==> src/hdl/tlfdv_pkg.sv <==
// ----------------------------------------------------------------------------
// Tape level package
// Shared types, register codes, reset values and unit sizes for the tape level
// block and its serial arithmetic units.
// ----------------------------------------------------------------------------
package tlfdv_pkg;

   // fraction bits of the filter state
   localparam int FRAC_BITS = 8;

   // serial divider: dividend and divisor widths
   localparam int DIV_N     = 36;
   localparam int DIV_D     = 16;
   localparam int DIV_CNT_W = $clog2(DIV_N);

   // serial multiplier: signed multiplicand, unsigned multiplier
   localparam int MUL_A     = 48;
   localparam int MUL_B     = 24;
   localparam int MUL_P     = MUL_A + MUL_B;
   localparam int MUL_CNT_W = $clog2(MUL_B);

   // right shift from gain product down to the filter format
   localparam int SCALE_SHIFT = 30 - FRAC_BITS;

   // configuration register indexes
   localparam logic [2:0] CSR_DIVIDER_RES = 3'd0;
   localparam logic [2:0] CSR_SUPPLY      = 3'd1;
   localparam logic [2:0] CSR_SLOPE       = 3'd2;
   localparam logic [2:0] CSR_INTERCEPT   = 3'd3;
   localparam logic [2:0] CSR_GAIN        = 3'd4;
   localparam logic [2:0] CSR_OFFSET      = 3'd5;
   localparam logic [2:0] CSR_FILT_DEGREE = 3'd6;

   // configuration reset values
   localparam logic [19:0] RST_DIVIDER_RES = 20'd47000;
   localparam logic [15:0] RST_SUPPLY      = 16'd24000;
   localparam logic [31:0] RST_SLOPE       = 32'hFFFF_0000;
   localparam logic [20:0] RST_INTERCEPT   = 21'd30000;
   localparam logic [15:0] RST_GAIN        = 16'd16384;
   localparam logic [15:0] RST_OFFSET      = 16'd0;
   localparam logic [7:0]  RST_FILT_DEGREE = 8'd4;

   // result status codes
   localparam logic [1:0] STATUS_UPDATED     = 2'd0;
   localparam logic [1:0] STATUS_UNUSABLE    = 2'd1;
   localparam logic [1:0] STATUS_OVER_SUPPLY = 2'd2;

   // saturation limits
   localparam logic [23:0]        R_MAX   = 24'hFF_FFFF;
   localparam logic signed [63:0] L_LIMIT = 64'sd70368744177663;

   typedef struct packed {
      logic [15:0] sample_mv;
      logic        sample_ok;
   } req_type;

   typedef struct packed {
      logic signed [23:0] level_mm;
      logic [1:0]         status;
   } rsp_type;

   // handshake back from a serial unit to the sequencer
   typedef struct packed {
      logic busy;
      logic done;
   } unit_status_type;

endpackage

==> src/hdl/tlfdv_div.sv <==
// ----------------------------------------------------------------------------
// Serial divider
// Restoring unsigned division, one quotient bit per cycle, MSB first.
// The divisor must be non-zero. Quotient holds after done until next start.
// ----------------------------------------------------------------------------
module tlfdv_div import tlfdv_pkg::*; (
   input  logic                 clock,
   input  logic                 reset,
   input  logic                 start,
   input  logic [DIV_N-1:0]     dividend,
   input  logic [DIV_D-1:0]     divisor,
   output logic [DIV_N-1:0]     quotient,
   output unit_status_type      status
);

   logic [DIV_D-1:0]     rem_ff, rem_in;
   logic [DIV_N-1:0]     quo_ff, quo_in;
   logic [DIV_D-1:0]     dvs_ff, dvs_in;
   logic [DIV_CNT_W-1:0] cnt_ff, cnt_in;
   logic                 busy_ff, busy_in;
   logic                 done_ff, done_in;
   logic [DIV_D:0]       shifted;
   logic [DIV_D:0]       trial;
   logic                 fits;

   // bring down the next dividend bit and try the subtraction
   assign shifted = {rem_ff, quo_ff[DIV_N-1]};
   assign trial   = shifted - {1'b0, dvs_ff};
   assign fits    = ~trial[DIV_D];

   // load on start, then shift one quotient bit in per cycle
   always_comb begin
      rem_in  = rem_ff;
      quo_in  = quo_ff;
      dvs_in  = dvs_ff;
      cnt_in  = cnt_ff;
      busy_in = busy_ff;
      done_in = 1'b0;
      if (start) begin
         rem_in  = '0;
         quo_in  = dividend;
         dvs_in  = divisor;
         cnt_in  = '0;
         busy_in = 1'b1;
      end else if (busy_ff) begin
         rem_in = fits ? trial[DIV_D-1:0] : shifted[DIV_D-1:0];
         quo_in = {quo_ff[DIV_N-2:0], fits};
         cnt_in = cnt_ff + 1'b1;
         if (cnt_ff == DIV_CNT_W'(DIV_N - 1)) begin
            busy_in = 1'b0;
            done_in = 1'b1;
         end
      end
   end

   always_ff @(posedge clock) begin
      rem_ff <= rem_in;
      quo_ff <= quo_in;
      dvs_ff <= dvs_in;
      cnt_ff <= cnt_in;
      if (reset) begin
         busy_ff <= 1'b0;
         done_ff <= 1'b0;
      end else begin
         busy_ff <= busy_in;
         done_ff <= done_in;
      end
   end

   assign quotient    = quo_ff;
   assign status.busy = busy_ff;
   assign status.done = done_ff;

endmodule

==> src/hdl/tlfdv_mul.sv <==
// ----------------------------------------------------------------------------
// Serial multiplier
// Signed multiplicand times unsigned multiplier, one multiplier bit per cycle,
// LSB first, with the low product bits shifted into the multiplier register.
// ----------------------------------------------------------------------------
module tlfdv_mul import tlfdv_pkg::*; (
   input  logic                 clock,
   input  logic                 reset,
   input  logic                 start,
   input  logic [MUL_A-1:0]     mcand,
   input  logic [MUL_B-1:0]     mplier,
   output logic [MUL_P-1:0]     product,
   output unit_status_type      status
);

   logic [MUL_A:0]       acc_ff, acc_in;
   logic [MUL_A-1:0]     mcd_ff, mcd_in;
   logic [MUL_B-1:0]     mpl_ff, mpl_in;
   logic [MUL_CNT_W-1:0] cnt_ff, cnt_in;
   logic                 busy_ff, busy_in;
   logic                 done_ff, done_in;
   logic [MUL_A+1:0]     addend;
   logic [MUL_A+1:0]     sum;

   // add the multiplicand when the current multiplier bit is set
   assign addend = mpl_ff[0] ? {{2{mcd_ff[MUL_A-1]}}, mcd_ff} : '0;
   assign sum    = {acc_ff[MUL_A], acc_ff} + addend;

   // load on start, then add and shift right once per cycle
   always_comb begin
      acc_in  = acc_ff;
      mcd_in  = mcd_ff;
      mpl_in  = mpl_ff;
      cnt_in  = cnt_ff;
      busy_in = busy_ff;
      done_in = 1'b0;
      if (start) begin
         acc_in  = '0;
         mcd_in  = mcand;
         mpl_in  = mplier;
         cnt_in  = '0;
         busy_in = 1'b1;
      end else if (busy_ff) begin
         acc_in = sum[MUL_A+1:1];
         mpl_in = {sum[0], mpl_ff[MUL_B-1:1]};
         cnt_in = cnt_ff + 1'b1;
         if (cnt_ff == MUL_CNT_W'(MUL_B - 1)) begin
            busy_in = 1'b0;
            done_in = 1'b1;
         end
      end
   end

   always_ff @(posedge clock) begin
      acc_ff <= acc_in;
      mcd_ff <= mcd_in;
      mpl_ff <= mpl_in;
      cnt_ff <= cnt_in;
      if (reset) begin
         busy_ff <= 1'b0;
         done_ff <= 1'b0;
      end else begin
         busy_ff <= busy_in;
         done_ff <= done_in;
      end
   end

   assign product     = {acc_ff[MUL_A-1:0], mpl_ff};
   assign status.busy = busy_ff;
   assign status.done = done_ff;

endmodule

==> src/hdl/tape_level_from_divider_voltage.sv <==
// ----------------------------------------------------------------------------
// Tape level from divider voltage
// Divider sample to sensor resistance, linear level map, gain and offset,
// then a first-order low-pass filter with a status per transaction.
// ----------------------------------------------------------------------------
//  channel   direction  handshake            payload
//  req_*     in         req_valid/req_stall  req_type: sample_mv, sample_ok
//  rsp_*     out        rsp_valid/rsp_stall  rsp_type: level_mm, status
//  csr_*     in         csr_valid/csr_ready  csr_index, csr_wdata
//
// A usable sample runs one serial divider (36 steps) twice, for the resistance
// and for the filter step, and one serial multiplier (24 steps) twice, for the
// slope and for the gain. A held sample (unusable or at or above supply) skips
// the serial units and goes straight to the output step. One transaction is
// worked on at a time; the next is taken while a result waits in the output
// register. Reset clears the filter state and the configuration to its defaults.
// ----------------------------------------------------------------------------
module tape_level_from_divider_voltage import tlfdv_pkg::*; (
   input  logic        clock,
   input  logic        reset,
   input  logic        req_valid,
   output logic        req_stall,
   input  req_type     req_data,
   output logic        rsp_valid,
   input  logic        rsp_stall,
   output rsp_type     rsp_data,
   input  logic        csr_valid,
   output logic        csr_ready,
   input  logic [2:0]  csr_index,
   input  logic [31:0] csr_wdata
);

   typedef enum logic [12:0] {
      ST_IDLE    = 13'b0_0000_0000_0001,
      ST_START_R = 13'b0_0000_0000_0010,
      ST_DIV_R   = 13'b0_0000_0000_0100,
      ST_START_L = 13'b0_0000_0000_1000,
      ST_MUL_L   = 13'b0_0000_0001_0000,
      ST_START_G = 13'b0_0000_0010_0000,
      ST_MUL_G   = 13'b0_0000_0100_0000,
      ST_SCALE   = 13'b0_0000_1000_0000,
      ST_DIFF    = 13'b0_0001_0000_0000,
      ST_START_F = 13'b0_0010_0000_0000,
      ST_DIV_F   = 13'b0_0100_0000_0000,
      ST_UPDATE  = 13'b0_1000_0000_0000,
      ST_EMIT    = 13'b1_0000_0000_0000
   } state_type;

   state_type          state_ff, state_in;

   // configuration
   logic [19:0]        rk_ff, rk_in;
   logic [15:0]        supply_ff, supply_in;
   logic [31:0]        slope_ff, slope_in;
   logic [20:0]        icpt_ff, icpt_in;
   logic [15:0]        gain_ff, gain_in;
   logic [15:0]        offset_ff, offset_in;
   logic [7:0]         degree_ff, degree_in;

   // datapath
   logic [DIV_N-1:0]   num_ff, num_in;
   logic [DIV_D-1:0]   den_ff, den_in;
   logic signed [63:0] work_ff, work_in;
   logic               neg_ff, neg_in;
   logic [1:0]         stat_ff, stat_in;
   logic signed [31:0] filt_ff, filt_in;
   logic               rsp_valid_ff, rsp_valid_in;
   rsp_type            rsp_data_ff, rsp_data_in;

   // serial units
   logic               div_start;
   logic [DIV_N-1:0]   div_dividend;
   logic [DIV_D-1:0]   div_divisor;
   logic [DIV_N-1:0]   div_quo;
   unit_status_type    div_st;
   logic               mul_start;
   logic [MUL_A-1:0]   mul_mcand;
   logic [MUL_B-1:0]   mul_mplier;
   logic [MUL_P-1:0]   mul_prod;
   unit_status_type    mul_st;

   // helpers
   logic               accept;
   logic               slot_free;
   logic [23:0]        r_sat;
   logic signed [63:0] lvl_clamp;
   logic signed [63:0] scaled;
   logic [31:0]        v_clamp;
   logic [32:0]        diff;
   logic [32:0]        diff_mag;
   logic [8:0]         degree_p1;
   logic signed [31:0] filt_int;
   logic [23:0]        level;

   assign accept    = req_valid && !req_stall;
   assign req_stall = (state_ff != ST_IDLE);
   assign slot_free = !rsp_valid_ff || !rsp_stall;
   assign csr_ready = 1'b1;

   // saturate resistance to 24 bits
   assign r_sat = (div_quo[DIV_N-1:24] != '0) ? R_MAX : div_quo[23:0];

   // clamp level to the Q31.16 range before the gain
   always_comb begin
      if (work_ff > L_LIMIT) begin
         lvl_clamp = L_LIMIT;
      end else if (work_ff < -L_LIMIT) begin
         lvl_clamp = -L_LIMIT;
      end else begin
         lvl_clamp = work_ff;
      end
   end

   // scale down to the filter format and clamp to 32 bits
   assign scaled = work_ff >>> SCALE_SHIFT;
   always_comb begin
      if (scaled > 64'sd2147483647) begin
         v_clamp = 32'h7FFF_FFFF;
      end else if (scaled < -64'sd2147483648) begin
         v_clamp = 32'h8000_0000;
      end else begin
         v_clamp = scaled[31:0];
      end
   end

   // filter difference and its magnitude
   assign diff      = {work_ff[31], work_ff[31:0]} - {filt_ff[31], filt_ff};
   assign diff_mag  = work_ff[32] ? (33'd0 - work_ff[32:0]) : work_ff[32:0];
   assign degree_p1 = {1'b0, degree_ff} + 9'd1;

   // integer part of the filter state, saturated to the result width
   assign filt_int = filt_ff >>> FRAC_BITS;
   always_comb begin
      if (filt_int > 32'sd8388607) begin
         level = 24'h7F_FFFF;
      end else if (filt_int < -32'sd8388608) begin
         level = 24'h80_0000;
      end else begin
         level = filt_int[23:0];
      end
   end

   // drive the shared divider
   always_comb begin
      div_start    = 1'b0;
      div_dividend = num_ff;
      div_divisor  = den_ff;
      if (state_ff == ST_START_R) begin
         div_start = 1'b1;
      end else if (state_ff == ST_START_F) begin
         div_start    = 1'b1;
         div_dividend = {{(DIV_N - 33){1'b0}}, diff_mag};
         div_divisor  = {{(DIV_D - 9){1'b0}}, degree_p1};
      end
   end

   // drive the shared multiplier
   always_comb begin
      mul_start  = 1'b0;
      mul_mcand  = {{(MUL_A - 32){slope_ff[31]}}, slope_ff};
      mul_mplier = r_sat;
      if (state_ff == ST_START_L) begin
         mul_start = 1'b1;
      end else if (state_ff == ST_START_G) begin
         mul_start  = 1'b1;
         mul_mcand  = lvl_clamp[MUL_A-1:0];
         mul_mplier = {{(MUL_B - 16){1'b0}}, gain_ff};
      end
   end

   tlfdv_div u_div (
      .clock    (clock),
      .reset    (reset),
      .start    (div_start),
      .dividend (div_dividend),
      .divisor  (div_divisor),
      .quotient (div_quo),
      .status   (div_st)
   );

   tlfdv_mul u_mul (
      .clock   (clock),
      .reset   (reset),
      .start   (mul_start),
      .mcand   (mul_mcand),
      .mplier  (mul_mplier),
      .product (mul_prod),
      .status  (mul_st)
   );

   // configuration writes
   always_comb begin
      rk_in     = rk_ff;
      supply_in = supply_ff;
      slope_in  = slope_ff;
      icpt_in   = icpt_ff;
      gain_in   = gain_ff;
      offset_in = offset_ff;
      degree_in = degree_ff;
      if (csr_valid && csr_ready) begin
         unique case (csr_index)
            CSR_DIVIDER_RES: rk_in     = csr_wdata[19:0];
            CSR_SUPPLY:      supply_in = csr_wdata[15:0];
            CSR_SLOPE:       slope_in  = csr_wdata;
            CSR_INTERCEPT:   icpt_in   = csr_wdata[20:0];
            CSR_GAIN:        gain_in   = csr_wdata[15:0];
            CSR_OFFSET:      offset_in = csr_wdata[15:0];
            CSR_FILT_DEGREE: degree_in = csr_wdata[7:0];
            default: ;
         endcase
      end
   end

   // sequence one transaction through the serial units
   always_comb begin
      state_in     = state_ff;
      num_in       = num_ff;
      den_in       = den_ff;
      work_in      = work_ff;
      neg_in       = neg_ff;
      stat_in      = stat_ff;
      filt_in      = filt_ff;
      rsp_valid_in = rsp_valid_ff;
      rsp_data_in  = rsp_data_ff;

      // drop the result once taken
      if (rsp_valid_ff && !rsp_stall) begin
         rsp_valid_in = 1'b0;
      end

      unique case (state_ff)
         ST_IDLE: begin
            if (accept) begin
               if (!req_data.sample_ok) begin
                  stat_in  = STATUS_UNUSABLE;
                  state_in = ST_EMIT;
               end else if (req_data.sample_mv >= supply_ff) begin
                  stat_in  = STATUS_OVER_SUPPLY;
                  state_in = ST_EMIT;
               end else begin
                  stat_in  = STATUS_UPDATED;
                  num_in   = DIV_N'(req_data.sample_mv) * DIV_N'(rk_ff);
                  den_in   = supply_ff - req_data.sample_mv;
                  state_in = ST_START_R;
               end
            end
         end
         ST_START_R: state_in = ST_DIV_R;
         ST_DIV_R: begin
            if (div_st.done) begin
               state_in = ST_START_L;
            end
         end
         ST_START_L: state_in = ST_MUL_L;
         ST_MUL_L: begin
            // level in Q48.16: slope * R + intercept
            if (mul_st.done) begin
               work_in  = {{8{mul_prod[55]}}, mul_prod[55:0]}
                        + {{27{icpt_ff[20]}}, icpt_ff, 16'b0};
               state_in = ST_START_G;
            end
         end
         ST_START_G: state_in = ST_MUL_G;
         ST_MUL_G: begin
            // gain product less the offset, both in Q.30
            if (mul_st.done) begin
               work_in  = mul_prod[63:0] - {18'b0, offset_ff, 30'b0};
               state_in = ST_SCALE;
            end
         end
         ST_SCALE: begin
            work_in  = {{32{v_clamp[31]}}, v_clamp};
            state_in = ST_DIFF;
         end
         ST_DIFF: begin
            work_in  = {{31{diff[32]}}, diff};
            state_in = ST_START_F;
         end
         ST_START_F: begin
            neg_in   = work_ff[32];
            state_in = ST_DIV_F;
         end
         ST_DIV_F: begin
            if (div_st.done) begin
               state_in = ST_UPDATE;
            end
         end
         ST_UPDATE: begin
            // quotient truncates toward zero, so apply its sign afterwards
            filt_in  = neg_ff ? (filt_ff - div_quo[31:0]) : (filt_ff + div_quo[31:0]);
            state_in = ST_EMIT;
         end
         ST_EMIT: begin
            if (slot_free) begin
               rsp_valid_in         = 1'b1;
               rsp_data_in.level_mm = level;
               rsp_data_in.status   = stat_ff;
               state_in             = ST_IDLE;
            end
         end
         default: state_in = ST_IDLE;
      endcase
   end

   always_ff @(posedge clock) begin
      num_ff      <= num_in;
      den_ff      <= den_in;
      work_ff     <= work_in;
      neg_ff      <= neg_in;
      stat_ff     <= stat_in;
      rsp_data_ff <= rsp_data_in;
      if (reset) begin
         state_ff     <= ST_IDLE;
         rsp_valid_ff <= 1'b0;
         filt_ff      <= '0;
         rk_ff        <= RST_DIVIDER_RES;
         supply_ff    <= RST_SUPPLY;
         slope_ff     <= RST_SLOPE;
         icpt_ff      <= RST_INTERCEPT;
         gain_ff      <= RST_GAIN;
         offset_ff    <= RST_OFFSET;
         degree_ff    <= RST_FILT_DEGREE;
      end else begin
         state_ff     <= state_in;
         rsp_valid_ff <= rsp_valid_in;
         filt_ff      <= filt_in;
         rk_ff        <= rk_in;
         supply_ff    <= supply_in;
         slope_ff     <= slope_in;
         icpt_ff      <= icpt_in;
         gain_ff      <= gain_in;
         offset_ff    <= offset_in;
         degree_ff    <= degree_in;
      end
   end

   assign rsp_valid = rsp_valid_ff;
   assign rsp_data  = rsp_data_ff;

`ifndef NO_ASSERTIONS
   // the divider and the multiplier never run at the same time
   assert property (@(posedge clock) disable iff (reset)
      !(div_st.busy && mul_st.busy))
      else $error("divider and multiplier busy together");

   // waiting on the divider means it is running or has just finished
   assert property (@(posedge clock) disable iff (reset)
      (state_ff == ST_DIV_R || state_ff == ST_DIV_F) |-> (div_st.busy || div_st.done))
      else $error("waiting on an idle divider");

   // waiting on the multiplier means it is running or has just finished
   assert property (@(posedge clock) disable iff (reset)
      (state_ff == ST_MUL_L || state_ff == ST_MUL_G) |-> (mul_st.busy || mul_st.done))
      else $error("waiting on an idle multiplier");

   // the filter state moves only in the update step
   assert property (@(posedge clock) disable iff (reset)
      (state_ff != ST_UPDATE) |=> $stable(filt_ff))
      else $error("filter state changed outside update");
`endif

endmodule

==> config.mk <==
export PLATFORM = sky130hd
export DESIGN_NAME = tape_level_from_divider_voltage
export DESIGN_NICKNAME = d
export VERILOG_FILES = /design/src/hdl/tlfdv_pkg.sv /design/src/hdl/tlfdv_div.sv /design/src/hdl/tlfdv_mul.sv /design/src/hdl/tape_level_from_divider_voltage.sv
export SDC_FILE = /design/constraint.sdc
export NUM_CORES = 2
export LEC_CHECK = 0
export ABC_CLOCK_PERIOD_IN_PS = 17700
export BUFFER_PORTS_ARGS = -buffer_cell sky130_fd_sc_hd__buf_2
export CORE_UTILIZATION = 35
export CTS_CLUSTER_SIZE = 14
export DETAILED_ROUTE_END_ITERATION = 10
export SKIP_CTS_REPAIR_TIMING = 1
export SLEW_MARGIN = 20
export SYNTH_ARGS = -nofsm -noshare
export SYNTH_HDL_FRONTEND = slang
export SYNTH_SLANG_ARGS = --single-unit
==> constraint.sdc <==
create_clock -name clock -period 17.7 [get_ports clock]
set_clock_uncertainty 0.1 [all_clocks]
set_input_delay 3.54 -clock clock [delete_from_list [all_inputs] [get_ports clock]]
set_output_delay 3.54 -clock clock [all_outputs]
set_load 0.1 [all_outputs]
==> Yosys cells after proc, flatten, opt, wreduce, memory -nomap -nowiden <==
Index checks and enable logic that the tools add are counted.
{ "totals": {"regBits": 524, "latchBits": 0, "ramBits": 0, "rom_bits": 0, "input_bits": 57, "output_inout_bits": 29, "word_cells": 156, "memories": 0} }
{ "op_classes": {"add_sub_neg": 12, "n_mul": 1, "div": 0, "order_cmp": 7, "n_eq_ne": 28, "shifts": 0, "mux": 50, "bitwise_logic": 4, "reduce_logical": 25} }
{ "ops": {"columns": ["cell", "n"], "rows": [
  ["$pmux W64 S4", 1],
  ["$mux W48", 4],
  ["$pmux W13 S13", 1],
  ["$mux W24", 6],
  ["$mux W36", 4],
  ["$mux W64", 2],
  ["$mux W13", 8],
  ["$mux W32", 3],
  ["$gt A64 B47 Y1 const B", 1],
  ["$lt A64 B47 Y1 const B", 1],
  ["$sub A64 B46 Y64", 1],
  ["$add A56 B37 Y57", 1],
  ["$add A50 B50 Y50", 1],
  ["$mux W50", 1],
  ["$mux W16", 3],
  ["$gt A42 B32 Y1 const B", 1],
  ["$lt A42 B32 Y1 const B", 1],
  ["$mul A16 B20 Y36", 1],
  ["$mux W33", 1],
  ["$sub A1 B33 Y33 const A", 1],
  ["$sub A32 B32 Y33", 1],
  ["$add A32 B32 Y32", 1],
  ["$sub A32 B32 Y32", 1],
  ["$gt A24 B24 Y1 const B", 1],
  ["43 further kinds", 80]
]} }

==> Depth between registers and ports, before layout <==
{ "logic_depth": {"ltp_word": 5, "mapped_depth": 26, "ltp_nobuf": 25} }

==> Hierarchy <==
From an unflattened synthesis, not the netlist that was laid out.
{ "hier_totals": {"cells_unflattened": 5223, "area_unflattened_um2": 44871.8} }
{ "modules_own_cells": {"columns": ["mod", "instances", "cells_per_inst", "area_per_inst_um2", "seq_area_each_um2"], "rows": [
  ["tape_level_from_divider_voltage", 1, 4012, 32772.7, 7857.5],
  ["tlfdv_mul", 1, 848, 8060.2, 3283.1],
  ["tlfdv_div", 1, 363, 4038.9, 2042.0]
]} }

==> Worst setup path after synthesis <==
OpenSTA, ideal clock, no wires.
{ "synth_timing": {"kind": "input to register", "start": "input port req_data[10] (netlist name)", "end": "register num_ff[35], data pin", "setup_ps": 260, "arrival_time_ps": 9440, "t_required_ps": 17340, "setup_slack_ps": 7900, "path_stages": 25, "n_path_buf": 1, "path_cell_list": "clkbuf_1 > nand2_1 > fa_1 > inv_1 > fa_1 > inv_1 > fa_1 > inv_1 > fa_1 > fa_1 > inv_1 > fa_1 > inv_1 > ha_1 > a21o_1 > a21o_1 > a21oi_1 > o21ai_0 > nand4_1 > a21oi_1 > o311ai_0 > o21ai_0 > a21o_1 > a21oi_1 > xnor2_1"} }
{ "synth_between": {"elab_chain_len": 1} }
{ "synth_lines": {"columns": ["item", "line_no", "rtl"], "rows": [
  ["start, declared", "tape_level_from_divider_voltage.sv:23", "input req_type req_data,"],
  ["$mul A16 B20 Y36", "tape_level_from_divider_voltage.sv:242", "num_in = DIV_N'(req_data.sample_mv) * DIV_N'(rk_ff);"],
  ["end signal, assigned", "tape_level_from_divider_voltage.sv:306", "num_ff <= num_in;"],
  ["end, declared", "tape_level_from_divider_voltage.sv:61", "logic [DIV_N-1:0] num_ff, num_in;"]
]} }
Every way passes these cells.
A chain may end at the register's enable or synchronous reset.

==> Final worst setup path <==
Ends and elaborated chain as after synthesis.

==> summary.md <==
| Metric | Value |
|---|---|
| Final Non-Filler Cells | `6506` |
| WP data required | `17.98 ns` |
| Worst Hold Depth | `0` |
| I/O Pins | `86` |
| Remaining Overflow, GRT | `0` |
| Pwr/cell area | `110 mW/mm^2` |
| Final ANT Viol Nets | `0` |
| Row count | `~130` |
| Worst slew pin tran | `about 1.1 ns` |
| Final Max Slew Viols | `0` |
| RD Place Congestion | `0.937` |
| Post-Synthesis Cells | `around 4900` |
| Area Growth Syn to Fin | `9.09%` |
| H-tree depth | `2` |
| Hold WS | `between 0.3 and 0.4 ns` |
| Period minus WS final | `around 10 ns` |
| HP Class | `reg -> reg` |
| Critical Path Source | `req_data[10]` |
| CTS max path bufs | `3` |
| Synth warnings | `0` |
| Die area | `between 0.1 and 0.15 mm^2` |
| Ys flop type | `edfxtp_1` |
| Endpoint class of the critical path | `register` |
| Commonest non-fill, non-tap cell in the layout | `nand2_1` |
| All-Layer GR Usage | `0.218` |
| Sequential share of the synthesized area | `0.308` |
| TritonCTS buffer count | `between 50 and 60` |
| Synthesized area per cell | `approximately 8.7 um^2` |
| Post-DP HPWL | `about 100000 um` |
| Vias | `approximately 35000` |
| Core Footprint | `0.120 mm^2` |
| Most frequent cells in the layout | `727 x nand2_1, 496 x a21oi_1, 437 x inv_1` |
| Number of synthesized flops with an enable pin | `269` |
| Final Hold Vio Count | `0` |
| Clk sink count | `524` |
| Vias in the first global route | `34600` |
| Main combinational cell family by area after synthesis | `adder cells` |
| Pre-antenna DRT Iters | `6` |
| Initial detailed-routing violation count | `approximately 3000` |
| Count of final setup violators | `0` |
| Clk root buf | `clkbuf_16` |
| CTS tree | `yes` |
| Initial antenna violation count | `6` |
| Clk_lat worst skew | `~0.66 ns` |
| DR DRC count | `0` |
| Critical path class | `in -> reg` |
| Fmax | `100 MHz` |
| Compound-cell area share of the yosys netlist | `0.161` |
| Post-Synth Adder-Cell Area | `0.212` |
| Wirelength per Cell | `roughly 21 um` |
| Share of layout cells above drive strength 1 | `0.0617` |
| Fin crit share | `0.564` |
| # port buffers | `84` |
| Post-synthesis mux area share | `0.0153` |
| WP data arrival | `10.27 ns` |
| Largest net degree at the start of global routing | `95` |
| Post-synthesis register bit count | `approximately 520` |
| Max Cap Viol | `0` |
| Synth Cell Area | `roughly 0.043 mm^2` |
| Setup tns final | `0 ns` |
| Worst Path Max Fanout | `21` |
| Status | `completed` |
| Final Instance Area | `between 0.04 and 0.05 mm^2` |
| Die H | `around 350 um` |
| Unique masters post-synth | `~100` |
| Worst hold start | `stat_ff[1]` |
| LEAKAGE | `around 20 nW` |
| Vias per inst | `5.41` |
| Initial core utilization | `0.355` |
| XOR/XNOR share of the synthesized area | `0.0607` |
| Pre-CTS setup slack | `between 7 and 8 ns` |
| RSZ-0062 raised after global routing | `false` |
| Total placed cells including tap cells | `between 6000 and 7000` |
| Max IR drop VDD | `approximately 200 uV` |
| Pwr Total | `5.15 mW` |
| CP Launch Type | `input pin` |
| RR Startpoint | `rk_ff[6]` |
| Final nets | `roughly 5500` |
| Clk slew on worst S/H paths | `about 0.06 ns` |
| Simple-gate share of the synthesized area | `0.182` |
| Setup WS post-layout | `7.71 ns` |
| Slew Limit Headroom | `0.287` |
| Syn Nets | `about 5500` |
| Share of flip-flops with an asynchronous set or reset | `0` |
| First-pass GRT wire length | `about 210000 um` |
| Reg2Reg Depth | `24` |
| Chip width | `352 um` |
| Area of placed instances | `0.0446 mm^2` |
| Final wirelength | `135000 um` |
| Fin util | `0.387` |
## sequential cells by signal, indices dropped and copies added, names as in the netlist, 20 cells and up
name	flops
slope_ff	32
icpt_ff	21
rsp_data	26
u_mul.mpl_ff	24
u_mul.mcd_ff	48
u_div.quotient	36
work_ff	64
num_ff	36
u_mul.acc_ff	49
rk_ff	20
filt_ff	32
## layout make-up
cell class	count	area, um^2
fill	12200	73800
multi-input combinational	3694	27100
sequential	524	13200
tap	1612	2020
inverter	440	1650
clock buffer	74	1640
timing repair buffer	123	734
clock inverter	38	342
antenna	1	2.50
## worst paths after layout
kind                      end  slack [ns]
setup / recovery   num_ff[35]        7.71
hold / removal    rsp_data[1]        0.34
setup reg to reg   num_ff[35]       10.18
hold reg to reg   rsp_data[1]        0.34
## worst max-delay path, stage by stage
cell,delay [ns]
buf_2,0.38
nand2_1,0.15
fa_1,0.57
inv_1,0.05
fa_1,0.50
inv_1,0.05
fa_1,0.51
inv_1,0.07
fa_1,0.53
fa_1,0.55
inv_1,0.05
fa_1,0.52
inv_1,0.04
ha_1,0.35
a21o_1,0.20
a21o_1,0.16
a21oi_1,0.19
o21ai_0,0.17
nand4_1,0.16
a21oi_1,0.09
o311ai_0,0.66
o21ai_0,0.29
a21o_1,0.23
a21oi_1,0.17
xnor2_1,0.08
## cells in the mapped netlist (all sizes together), types with 19 or more instances
| cell type | instances | share of area |
|---|---|---|
| edfxtp | 269 | 0.19 |
| a31oi | 24 | 0.0035 |
| nor4 | 30 | 0.0047 |
| nand3b | 51 | 0.0090 |
| nor2b | 44 | 0.0064 |
| and2 | 224 | 0.033 |
| nand4 | 35 | 0.0051 |
| nor3 | 60 | 0.0071 |
| clkbuf | 221 | 0.020 |
| nor2 | 250 | 0.022 |
| and3 | 25 | 0.0037 |
| xor2 | 111 | 0.023 |
| o21ai | 237 | 0.028 |
| o21a | 28 | 0.0049 |
| fa | 257 | 0.12 |
| inv | 439 | 0.039 |
| a21o | 96 | 0.017 |
| nand2b | 46 | 0.0067 |
| ha | 313 | 0.092 |
| a211oi | 23 | 0.0042 |
| a21oi | 507 | 0.060 |
| nand3 | 58 | 0.0068 |
| nand2 | 729 | 0.064 |
| o21bai | 36 | 0.0063 |
| dfxtp | 255 | 0.12 |
| xnor2 | 183 | 0.037 |
| a22oi | 37 | 0.0065 |
| mux2i | 63 | 0.015 |
| o211ai | 19 | 0.0033 |
## cells by family after synthesis
group	Yosys count
other	1
multiplexers	65
AND/OR/NAND/NOR	1628
adder cells (fa/ha/maj)	570
AO/OA/AOI/OAI	1136
buffers and inverters	677
XOR/XNOR	294
flip-flops	524
## where the power goes
part	internal, mW	switching [mW]	leakage, nW	total, mW
Sequential	1.44	0.0579	4.48	1.49
Clock	0.706	0.563	0.976	1.27
Combinational	0.978	1.40	14.3	2.38
## routing by layer
layer	track usage	vias to the layer above	wire length (um)
met5	0	-	25
met2	0.363	1176	62800
met1	0.279	17200	56800
met3	0.0271	290	8650
li1	-	16600	-
met4	0.104	4	7010
(Power assumes the default switching activity.)
